$ cat src/design/fsp_pkg.sv
// shared types, character codes and helpers for the format specification parser
package fsp_pkg;

	// parse phase
	typedef enum logic [3:0] {
		PH_IDLE  = 4'd0,
		PH_FLAGS = 4'd1,
		PH_WDIG  = 4'd2,
		PH_WDONE = 4'd3,
		PH_DOT   = 4'd4,
		PH_PDIG  = 4'd5,
		PH_PDONE = 4'd6,
		PH_LEN   = 4'd7
	} fsp_phase_t;

	// conversion codes
	typedef enum logic [3:0] {
		CONV_C       = 4'd0,
		CONV_S       = 4'd1,
		CONV_D       = 4'd2,
		CONV_U       = 4'd3,
		CONV_X_LOW   = 4'd4,
		CONV_X_UP    = 4'd5,
		CONV_P       = 4'd6,
		CONV_N       = 4'd7,
		CONV_PERCENT = 4'd8,
		CONV_UNKNOWN = 4'd9
	} fsp_conv_t;

	// length modifier codes
	localparam logic [2:0] LEN_NONE = 3'd0;
	localparam logic [2:0] LEN_H    = 3'd1;
	localparam logic [2:0] LEN_HH   = 3'd2;
	localparam logic [2:0] LEN_L    = 3'd3;
	localparam logic [2:0] LEN_LL   = 3'd4;

	// flag bit positions
	localparam int FLAG_DASH  = 0;
	localparam int FLAG_ZERO  = 1;
	localparam int FLAG_SPACE = 2;
	localparam int FLAG_PLUS  = 3;
	localparam int FLAG_HASH  = 4;

	// characters
	localparam logic [7:0] CH_DASH    = 8'h2D;
	localparam logic [7:0] CH_ZERO    = 8'h30;
	localparam logic [7:0] CH_NINE    = 8'h39;
	localparam logic [7:0] CH_SPACE   = 8'h20;
	localparam logic [7:0] CH_PLUS    = 8'h2B;
	localparam logic [7:0] CH_HASH    = 8'h23;
	localparam logic [7:0] CH_STAR    = 8'h2A;
	localparam logic [7:0] CH_DOT     = 8'h2E;
	localparam logic [7:0] CH_PERCENT = 8'h25;
	localparam logic [7:0] CH_H       = 8'h68;
	localparam logic [7:0] CH_L       = 8'h6C;
	localparam logic [7:0] CH_C       = 8'h63;
	localparam logic [7:0] CH_S       = 8'h73;
	localparam logic [7:0] CH_D       = 8'h64;
	localparam logic [7:0] CH_I       = 8'h69;
	localparam logic [7:0] CH_U       = 8'h75;
	localparam logic [7:0] CH_XL      = 8'h78;
	localparam logic [7:0] CH_XU      = 8'h58;
	localparam logic [7:0] CH_P       = 8'h70;
	localparam logic [7:0] CH_N       = 8'h6E;

	localparam logic [30:0] SAT31 = 31'h7FFF_FFFF;

	// one decoded record
	typedef struct packed {
		logic [2:0]  length_kind;
		logic        prec_given;
		logic [31:0] prec_value;
		logic [30:0] field_width;
		logic [4:0]  flags;
		fsp_conv_t   conversion;
	} fsp_result_t;

	// acc * 10 + d, saturating at the 31-bit maximum
	function automatic logic [30:0] acc_digit(input logic [30:0] acc, input logic [3:0] d);
		logic [34:0] v;
		v = {1'b0, acc, 3'b000} + {3'b000, acc, 1'b0} + {31'd0, d};
		return (v > {4'd0, SAT31}) ? SAT31 : v[30:0];
	endfunction

	// conversion letter decode
	function automatic fsp_conv_t conv_code(input logic [7:0] c);
		fsp_conv_t r;
		unique case (c)
			CH_C:       r = CONV_C;
			CH_S:       r = CONV_S;
			CH_D, CH_I: r = CONV_D;
			CH_U:       r = CONV_U;
			CH_XL:      r = CONV_X_LOW;
			CH_XU:      r = CONV_X_UP;
			CH_P:       r = CONV_P;
			CH_N:       r = CONV_N;
			CH_PERCENT: r = CONV_PERCENT;
			default:    r = CONV_UNKNOWN;
		endcase
		return r;
	endfunction

endpackage

$ cat src/design/fsp_core.sv
// parser state registers and the per-character decode step
module fsp_core (
	input  logic                clk,
	input  logic                arst_n,
	input  logic                step,
	input  logic [7:0]          char_in,
	input  logic [31:0]         star_arg,
	output logic                emit,
	output fsp_pkg::fsp_result_t result
);
	import fsp_pkg::*;

	fsp_phase_t  phase_q, phase_d;
	logic [4:0]  flags_q, flags_d;
	logic [30:0] width_q, width_d;
	logic [31:0] prec_q, prec_d;
	logic        pflag_q, pflag_d;
	logic [2:0]  len_q, len_d;
	logic        pend_q, pend_d;

	logic        digit;
	logic        lenc;
	logic [3:0]  dval;
	logic        tail;
	logic        lenstart;
	logic [31:0] neg_arg;

	assign digit   = (char_in >= CH_ZERO) && (char_in <= CH_NINE);
	assign lenc    = (char_in == CH_H) || (char_in == CH_L);
	assign dval    = char_in[3:0];
	assign neg_arg = ~star_arg + 32'd1;

	// record is built from the state before this character
	always_comb begin
		result.conversion  = conv_code(char_in);
		result.flags       = flags_q;
		result.field_width = width_q;
		result.prec_value  = prec_q;
		result.prec_given  = pflag_q;
		result.length_kind = len_q;
	end

	// next state
	always_comb begin
		phase_d  = phase_q;
		flags_d  = flags_q;
		width_d  = width_q;
		prec_d   = prec_q;
		pflag_d  = pflag_q;
		len_d    = len_q;
		pend_d   = pend_q;
		emit     = 1'b0;
		tail     = 1'b0;
		lenstart = 1'b0;
		unique case (phase_q)
			PH_FLAGS: begin
				if (char_in == CH_DASH) begin
					flags_d[FLAG_DASH] = 1'b1;
				end else if (char_in == CH_ZERO) begin
					flags_d[FLAG_ZERO] = 1'b1;
				end else if (char_in == CH_SPACE) begin
					flags_d[FLAG_SPACE] = 1'b1;
				end else if (char_in == CH_PLUS) begin
					flags_d[FLAG_PLUS] = 1'b1;
				end else if (char_in == CH_HASH) begin
					flags_d[FLAG_HASH] = 1'b1;
				end else if (digit) begin
					width_d = {27'd0, dval};
					phase_d = PH_WDIG;
				end else if (char_in == CH_STAR) begin
					if (star_arg[31]) begin
						flags_d[FLAG_DASH] = 1'b1;
						width_d = (star_arg == 32'h8000_0000) ? SAT31 : neg_arg[30:0];
					end else begin
						width_d = star_arg[30:0];
					end
					phase_d = PH_WDONE;
				end else begin
					tail = 1'b1;
				end
			end
			PH_WDIG: begin
				if (digit) begin
					width_d = acc_digit(width_q, dval);
				end else begin
					tail = 1'b1;
				end
			end
			PH_WDONE: begin
				tail = 1'b1;
			end
			PH_DOT: begin
				if (digit) begin
					prec_d  = {28'd0, dval};
					phase_d = PH_PDIG;
				end else if (char_in == CH_STAR) begin
					prec_d = star_arg;
					if (star_arg[31]) begin
						pflag_d = 1'b0;
					end
					phase_d = PH_PDONE;
				end else if (lenc) begin
					lenstart = 1'b1;
				end else begin
					emit = 1'b1;
				end
			end
			PH_PDIG: begin
				// precision digits never exceed 31 bits
				if (digit) begin
					prec_d = {1'b0, acc_digit(prec_q[30:0], dval)};
				end else if (lenc) begin
					lenstart = 1'b1;
				end else begin
					emit = 1'b1;
				end
			end
			PH_PDONE: begin
				if (lenc) begin
					lenstart = 1'b1;
				end else begin
					emit = 1'b1;
				end
			end
			PH_LEN: begin
				if (pend_q && (((char_in == CH_H) && (len_q == LEN_H)) ||
						((char_in == CH_L) && (len_q == LEN_L)))) begin
					len_d  = (len_q == LEN_H) ? LEN_HH : LEN_LL;
					pend_d = 1'b0;
				end else begin
					emit = 1'b1;
				end
			end
			default: begin
				// idle and unused codes wait for a percent sign
				if (char_in == CH_PERCENT) begin
					phase_d = PH_FLAGS;
					flags_d = '0;
					width_d = '0;
					prec_d  = '0;
					pflag_d = 1'b0;
					len_d   = LEN_NONE;
					pend_d  = 1'b0;
				end
			end
		endcase

		// shared handling after flags and width
		if (tail) begin
			if (char_in == CH_DOT) begin
				pflag_d = 1'b1;
				prec_d  = '0;
				phase_d = PH_DOT;
			end else if (lenc) begin
				lenstart = 1'b1;
			end else begin
				emit = 1'b1;
			end
		end

		// length letter opens the length phase
		if (lenstart) begin
			len_d   = (char_in == CH_H) ? LEN_H : LEN_L;
			pend_d  = 1'b1;
			phase_d = PH_LEN;
		end

		// conversion character returns everything to reset values
		if (emit) begin
			phase_d = PH_IDLE;
			flags_d = '0;
			width_d = '0;
			prec_d  = '0;
			pflag_d = 1'b0;
			len_d   = LEN_NONE;
			pend_d  = 1'b0;
		end
	end

	// state registers
	always_ff @(posedge clk or negedge arst_n) begin
		if (!arst_n) begin
			phase_q <= PH_IDLE;
			flags_q <= '0;
			width_q <= '0;
			prec_q  <= '0;
			pflag_q <= 1'b0;
			len_q   <= LEN_NONE;
			pend_q  <= 1'b0;
		end else if (step) begin
			phase_q <= phase_d;
			flags_q <= flags_d;
			width_q <= width_d;
			prec_q  <= prec_d;
			pflag_q <= pflag_d;
			len_q   <= len_d;
			pend_q  <= pend_d;
		end
	end

endmodule

$ cat src/design/format_spec_parser.sv
// Format specification parser: one character per transaction, one record per conversion.
// Pipeline: a character is registered on input, decoded from the input register, and its
// record is captured in the output register; a stalled output register holds both stages.
// Throughput: one character per cycle while the output register is free or being drained.
// Reset: arst_n clears the parse state to idle and empties both registers at once.
module format_spec_parser (
	input  logic        clk,
	input  logic        arst_n,
	input  logic        s_tvalid,
	output logic        s_tready,
	input  logic [39:0] s_tdata,  // char_in[7:0], star_arg[39:8]
	output logic        m_tvalid,
	input  logic        m_tready,
	output logic [79:0] m_tdata   // conversion[3:0], flag_dash[4], flag_zero[5], flag_space[6],
	                              // flag_plus[7], flag_hash[8], field_width[39:9],
	                              // prec_value[71:40], prec_given[72], length_kind[75:73], zero
);
	import fsp_pkg::*;

	logic        valid_s1;
	logic [7:0]  char_s1;
	logic [31:0] arg_s1;
	logic        advance;
	logic        emit;
	fsp_result_t result;
	fsp_result_t out_q;
	logic        out_valid_q;

	// the decode stage moves when the output register is free or being drained
	assign advance  = !out_valid_q || m_tready;
	assign s_tready = !valid_s1 || advance;

	// input register
	always_ff @(posedge clk or negedge arst_n) begin
		if (!arst_n) begin
			valid_s1 <= 1'b0;
		end else if (s_tready) begin
			valid_s1 <= s_tvalid;
		end
	end

	always_ff @(posedge clk) begin
		if (s_tready && s_tvalid) begin
			char_s1 <= s_tdata[7:0];
			arg_s1  <= s_tdata[39:8];
		end
	end

	// parser core
	fsp_core u_core (
		.clk      (clk),
		.arst_n   (arst_n),
		.step     (valid_s1 && advance),
		.char_in  (char_s1),
		.star_arg (arg_s1),
		.emit     (emit),
		.result   (result)
	);

	// result register
	always_ff @(posedge clk or negedge arst_n) begin
		if (!arst_n) begin
			out_valid_q <= 1'b0;
		end else if (advance) begin
			out_valid_q <= valid_s1 && emit;
		end
	end

	always_ff @(posedge clk) begin
		if (advance && valid_s1 && emit) begin
			out_q <= result;
		end
	end

	assign m_tvalid = out_valid_q;
	assign m_tdata  = {4'd0, out_q.length_kind, out_q.prec_given, out_q.prec_value,
		out_q.field_width, out_q.flags[FLAG_HASH], out_q.flags[FLAG_PLUS],
		out_q.flags[FLAG_SPACE], out_q.flags[FLAG_ZERO], out_q.flags[FLAG_DASH],
		out_q.conversion};

endmodule

$ cat config.mk
export PLATFORM = sky130hd
export DESIGN_NAME = format_spec_parser
export DESIGN_NICKNAME = d
export VERILOG_FILES = /design/src/design/fsp_pkg.sv /design/src/design/fsp_core.sv /design/src/design/format_spec_parser.sv
export SDC_FILE = /design/constraint.sdc
export NUM_CORES = 1
export LEC_CHECK = 0
export ABC_CLOCK_PERIOD_IN_PS = 10300
export BUFFER_PORTS_ARGS = -buffer_cell sky130_fd_sc_hd__buf_2
export CAP_MARGIN = 5
export CORE_ASPECT_RATIO = 0.75
export CORE_MARGIN = 5
export CORE_UTILIZATION = 35
export CTS_CLUSTER_DIAMETER = 150
export DETAILED_ROUTE_END_ITERATION = 10
export HOLD_SLACK_MARGIN = 0.06
export PLACE_DENSITY_LB_ADDON = 0.2
export SYNTH_ARGS = -nofsm -noshare
export SYNTH_HDL_FRONTEND = slang
export SYNTH_HIERARCHICAL = 1
export SYNTH_SLANG_ARGS = --single-unit
export TNS_END_PERCENT = 10
$ cat constraint.sdc
create_clock -name clk -period 10.3 [get_ports clk]
set_clock_uncertainty 0.1 [all_clocks]
set_input_delay 0.515 -clock clk [delete_from_list [all_inputs] [get_ports clk]]
set_output_delay 0.515 -clock clk [all_outputs]
set_load 0.005 [all_outputs]
=== Yosys cells after proc, flatten, opt, wreduce, memory -nomap -nowiden ===
Cells that the tools add are included.
W data, S select, Z words.

* Flip-flop bits (word level): 195
* Bits of input ports: 44
* Output and inout port bits: 82
* Logic and storage cells: 217

* $add $sub $neg: 5
* $lt $le $gt $ge: 4
* Equality and inequality tests: 51
* Mux-type cells: 104
* Bitwise gates (word level): 1
* Reduce and logical (&&, ||, !) cells: 31

{| class="wikitable"
|+ Operator list
! cell !! count
|-
| $mux W31 || 14
|-
| $mux W32 || 7
|-
| $pmux W32 S3 || 1
|-
| $pmux W31 S3 || 1
|-
| $eq A8 B7 Y1 const B || 11
|-
| $add A34 B32 Y35 || 2
|-
| $add A35 B4 Y35 || 2
|-
| $gt A35 B31 Y1 const B || 2
|-
| $eq A8 B6 Y1 const B || 8
|-
| $mux W4 || 15
|-
| $mux W1 || 47
|-
| $pmux W4 S9 || 1
|-
| $eq A32 B32 Y1 const B || 1
|-
| $add A31 B1 Y31 const B || 1
|-
| $not A31 Y31 || 1
|-
| $ne A4 B3 Y1 const B || 5
|-
| $reduce_and A10 Y1 || 2
|-
| $mux W3 || 6
|-
| $reduce_or A6 Y1 || 3
|-
| $eq A4 B3 Y1 const B || 4
|-
| $ne A3 B2 Y1 const B || 5
|-
| $ne A3 B3 Y1 const B || 5
|-
| $reduce_or A5 Y1 || 3
|-
| $ne A4 B2 Y1 const B || 3
|-
| 28 further kinds || 46
|}

=== Depth between registers and ports, before layout ===
* Depth in word-level cells: 13
* Depth in mapped cells: 18
* Depth with buffers taken out: 14

=== Modules after synthesis ===
Netlist, hierarchy kept.

{| class="wikitable"
|+ Modules (own cells, without submodules)
! module !! instances !! cells an instance !! area an instance (µm²) !! seq. area each (µm²)
|-
| fsp_core || 1 || 1267 || 9639.2 || 1901.8
|-
| format_spec_parser || 1 || 131 || 3628.5 || 3533.4
|}

=== Least setup slack after synthesis ===
Ideal clock, no wire load.

* Path type: register to register
* Start: register u_core.phase_q[1]
* End: register out_q, in the netlist m_tdata[0] (enable)
* Setup time: 0.520 ns
* Arrival time: 5.387 ns
* Required time: 9.680 ns
* Path slack: 4.293 ns
* Stages on the path, launching flop included: 10
* Path buffers: 1
* Period minus slack after synthesis: 6.007 ns
* Path through: dfrtp_1 or4b_1 a41oi_2 o21a_1 a21oi_1 o31a_1 buf_4 inv_1 nand2_1 nor2b_1

* Cells in the longest elaborated chain, start to end: 6
* Elaborated cells on any way between the ends: 13
* Those cells by class: 7 x eq/ne; 5 x mux; 1 x reduce/logical

{| class="wikitable"
|+ RTL lines
! what !! line !! RTL
|-
| start: declaration || fsp_core.sv:13 || <nowiki>fsp_phase_t phase_q, phase_d;</nowiki>
|-
| start signal: assignment || fsp_core.sv:191 || <nowiki>phase_q <= phase_d;</nowiki>
|-
| $eq A4 B3 Y1 || fsp_core.sv:55 || <nowiki>unique case (phase_q)</nowiki>
|-
| $pmux W1 S4 || fsp_core.sv:55 ||
|-
| $mux W1 || fsp_core.sv:154 || <nowiki>end else if (lenc) begin</nowiki>
|-
| $mux W1 || fsp_core.sv:150 || <nowiki>if (char_in == CH_DOT) begin</nowiki>
|-
| $mux W1 * || fsp_core.sv:149 || <nowiki>if (tail) begin</nowiki>
|-
| named net emit || format_spec_parser.sv:24 || <nowiki>logic emit;</nowiki>
|-
| $logic_and A1 B1 Y1 * || format_spec_parser.sv:70 || <nowiki>if (advance && valid_s1 && emit) begin</nowiki>
|-
| end signal: assignment || format_spec_parser.sv:71 || <nowiki>out_q <= result;</nowiki>
|-
| end: declaration || format_spec_parser.sv:26 || <nowiki>fsp_result_t out_q;</nowiki>
|}

The timed path passes the listed nets; every way through them passes the cells marked *.
A chain may end at the register's enable or synchronous reset.

=== Worst setup path after layout ===
* Start: register char_s1[3]
* End: register u_core.width_q[1]

* Cells in the longest elaborated chain, start to end: 12
* Elaborated cells on any way between the ends: 58
* Those cells by class: 1 x add/sub; 3 x order compare; 18 x eq/ne; 28 x mux; 8 x reduce/logical

{| class="wikitable"
|+ RTL lines
! what !! line !! RTL
|-
| start: declaration || format_spec_parser.sv:21 || <nowiki>logic [7:0] char_s1;</nowiki>
|-
| start signal: assignment || format_spec_parser.sv:44 || <nowiki>char_s1 <= s_tdata[7:0];</nowiki>
|-
| branches (longest 12 deep; another with $add A35 B4 Y35) || - ||
|-
| end signal: assignment || fsp_core.sv:193 || <nowiki>width_q <= width_d;</nowiki>
|-
| end: declaration || fsp_core.sv:15 || <nowiki>logic [30:0] width_q, width_d;</nowiki>
|}

Parallel ways; which one is timed is not known. The select of a mux whose other input is x is not followed.

==> results.toml <==
[critical_path]
critical_path_class = "reg2reg"
critical_path.max_stage_delay_ns = 0.90
worstPathRequired_ns = 10.54
cp_common_cell = "fa_1"
worst-path-max-fanout = 27
crit_chain = "fa_1 > inv_1 > fa_1 > nand2b_1 > a2111oi_0 > nor3_1 > nor4b_2 > a31oi_1 > mux2i_1 > nand4_1 > o21a_1 > a221o_1"
worst_setup_path_end_kind = "flip-flop"
critPathSlowestCell = "nand4_1"
critPathLaunchType = "flip-flop"
crit_arrival_ns = 5.97

[detailed_routing]
drc = 0
wl_per_cell_um = 19.3
via_per_inst = 5.64
ant_nets = 0
vias = 11300
wl_um = 38600
drt_iter0_drc = 1294
dr.pass1.iters = 6

[logic_synthesis]
synth_cells = 1398
async_flop_share = 0.402
synth_edf_count = 116
synth_area_um2 = 13300
synth_top_area_cell = "edfxtp_1"
yosysTopAreaCellShare = 0.263
ys_types = 89
synthFlopType = "edfxtp_1"
ys_top_cells_by_area = "edfxtp_1 (26%), dfrtp_1 (15%), ha_1 (12%), o21ai_0 (4.9%), a21oi_1 (4.1%)"
ys_seq_area_frac = 0.410
ys_warn_count = 6
syn-mean-instance-area_um2 = 9.49
ys_seq_elements = 194

[grt]
grt_pass1_wl_um = 60500
track_usage = 0.180
grt_pass1_vias = 10800
grt_max_degree = 77
antenna_found_initial = 0
grt_overflow_total = 0

[cts]
hold_buffers = 1
cts_setup_buffers = 0
cts_root_buffer = "clkbuf_16"
ctsResizeCount = 0
clock_latency_ns = 0.46
clk_pin_slew_ns = 0.08
cts_tree = "done"
htreeDepth = 4
cts_made_buffers = 17
cts_sinks = 194
clockBufferDepth = 2

[pwr]
leakagePower_uw = 0.00660
vdd_drop_max_mv = 0.114
power_density_nw_per_um2 = 108

[job]
maxCapViolations = 0

[timing]
fmax_mhz = 175
fin_crit_sh = 0.556
worstMarginPinSlew_ns = 1.14
slew_violations = 0
rsz0062_at_grt = "false"
post-route-min-period_ns = 5.73
tns_ns = 0
setup-violations-final = 0
maxSlewHeadroom = 0.237
hold_viol = 0

[finish]
n_antenna_cell = 0
areaGrowthSynthToFinish_pct = 12.3
final_layout_size_suffix_gt1_frac = 0.140
finalNetCount = 1653
final_cells = 1999
multi_input_area_um2 = 7380
seqCellArea_um2 = 5440
nFillCells = 3718
final_area_um2 = 14900

[place]
port_buffers = 121
gp_congestion = 0.868
dp_hpwl_um = 27600
dpl_cell_area_um2 = 14300
place_inst = 1966

[outcome]
status = "finished, final reports clean"

[floorplan]
die_w_um = 235
initial_core_util = 0.356
die_area_um2 = 41900
coreArea_um2 = 37200
fp.dieH_um = 179
row_count = 61
pin_count = 126

[worst_hold_path]
hold_class = "in2reg"
## state kept, by name (all words and copies together) (netlist names)
name / flops
u_core/phase_q: 4
arg_s1: 32
u_core/width_q: 31
m_tvalid: 1
valid_s1: 1
u_core/prec_q: 32
u_core/pflag_q: 1
u_core/len_q: 3
u_core/flags_q: 5
m_tdata: 76
char_s1: 8
## synth_stat cells, types with 25 or more instances
master,count
ha_1,123
nand3_1,45
nand2_1,106
o21ai_0,130
xnor2_1,52
clkbuf_1,44
nor3_1,47
inv_1,41
dfrtp_1,78
nor2_1,120
a21oi_1,110
edfxtp_1,116
a221oi_1,25
## through the flow
stage	hold WS [ns]	setup slack, ns	util	total power [uW]
floorplan	0.119	4.29	-	914
global placement	0.338	4.73	0.385	949
detailed placement	0.339	4.65	0.385	950
CTS	0.0967	4.67	0.400	1630
global route	0.102	4.17	0.400	1670
finish	0.123	4.57	0.400	1610
## cell families after synthesis
| logic type | count (synthesis) | share of synthesized area |
|---|---|---|
| AO/OA/AOI/OAI | 452 | 0.215 |
| XOR/XNOR | 76 | 0.0502 |
| adder cells (fa/ha/maj) | 127 | 0.122 |
| buffers and inverters | 117 | 0.0381 |
| flip-flops | 194 | 0.410 |
| multiplexers | 9 | 0.00688 |
| other | 1 | 0.000283 |
| AND/OR/NAND/NOR | 422 | 0.158 |
## layout make-up
cell class	instances	share of cell area
Sequential cell	194	0.365
Inverter	42	0.0106
Tap cell	504	0.0423
Multi-Input combinational cell	1090	0.495
Clock inverter	15	0.00982
Timing Repair Buffer	137	0.0490
Clock buffer	17	0.0285
## critical path: cells and delay by family (launching register included)
family	cells	cell delay (ns)
adders and majority gates	2	1.09
buffers and inverters	1	0.07
muxes	1	0.20
and+or+nand+nor	4	1.87
AOI/OAI and AO/OA	4	1.59
DFF	1	0.67
## cells in the final DEF, fill, tap and decap left out, drive strengths merged, types with 13 or more instances in the layout
cell,synthesis,final
o21ai,140,140
buf,29,136
ha,123,123
nor2,120,120
edfxtp,116,116
a21oi,112,112
nand2,106,106
dfrtp,78,78
xnor2,52,52
nor3,51,51
inv,41,48
nand3,45,45
a221oi,25,25
xor2,24,24
o22ai,24,24
a21o,18,18
clkbuf,46,17
nand2b,15,15
a31oi,15,15
a211oi,15,15
and3,13,13
nor2b,13,13
## report_power, final
group	internal (uW)	leakage [uW]	total (uW)	switching, uW
Combinational	29.6	0.00416	79.5	49.9
Clock	341	0.000280	679	338
Sequential	833	0.00216	854	21.7
Total	1200	0.00660	1610	409
## metal layers
metal,up-vias,track usage,share of wire
met4,0,0.0435,0.014
li1,5422,-,-
met5,-,0,0
met1,5482,0.259,0.48
met2,344,0.285,0.45
met3,30,0.0304,0.051
## worst paths after layout
path                                               start                       endpoint  slack (ns)  cells after the start
min in group asynchronous                         arst_n  u_core/flags_q[1]$_DFFE_PN0P_        0.41                      2
max in group asynchronous                         arst_n  u_core/prec_q[29]$_DFFE_PN0P_        8.61                      3
min                                          s_tdata[20]           arg_s1[12]$_DFFE_PP_        0.12                      1
max reg2reg                         char_s1[3]$_DFFE_PP_  u_core/width_q[1]$_DFFE_PN0P_        4.57                     12
min reg2reg                u_core/flags_q[0]$_DFFE_PN0P_           m_tdata[4]$_DFFE_PP_        0.35                      0
max                                 char_s1[3]$_DFFE_PP_  u_core/width_q[1]$_DFFE_PN0P_        4.57                     12
No activity file was read; power rests on OpenSTA's default activity.
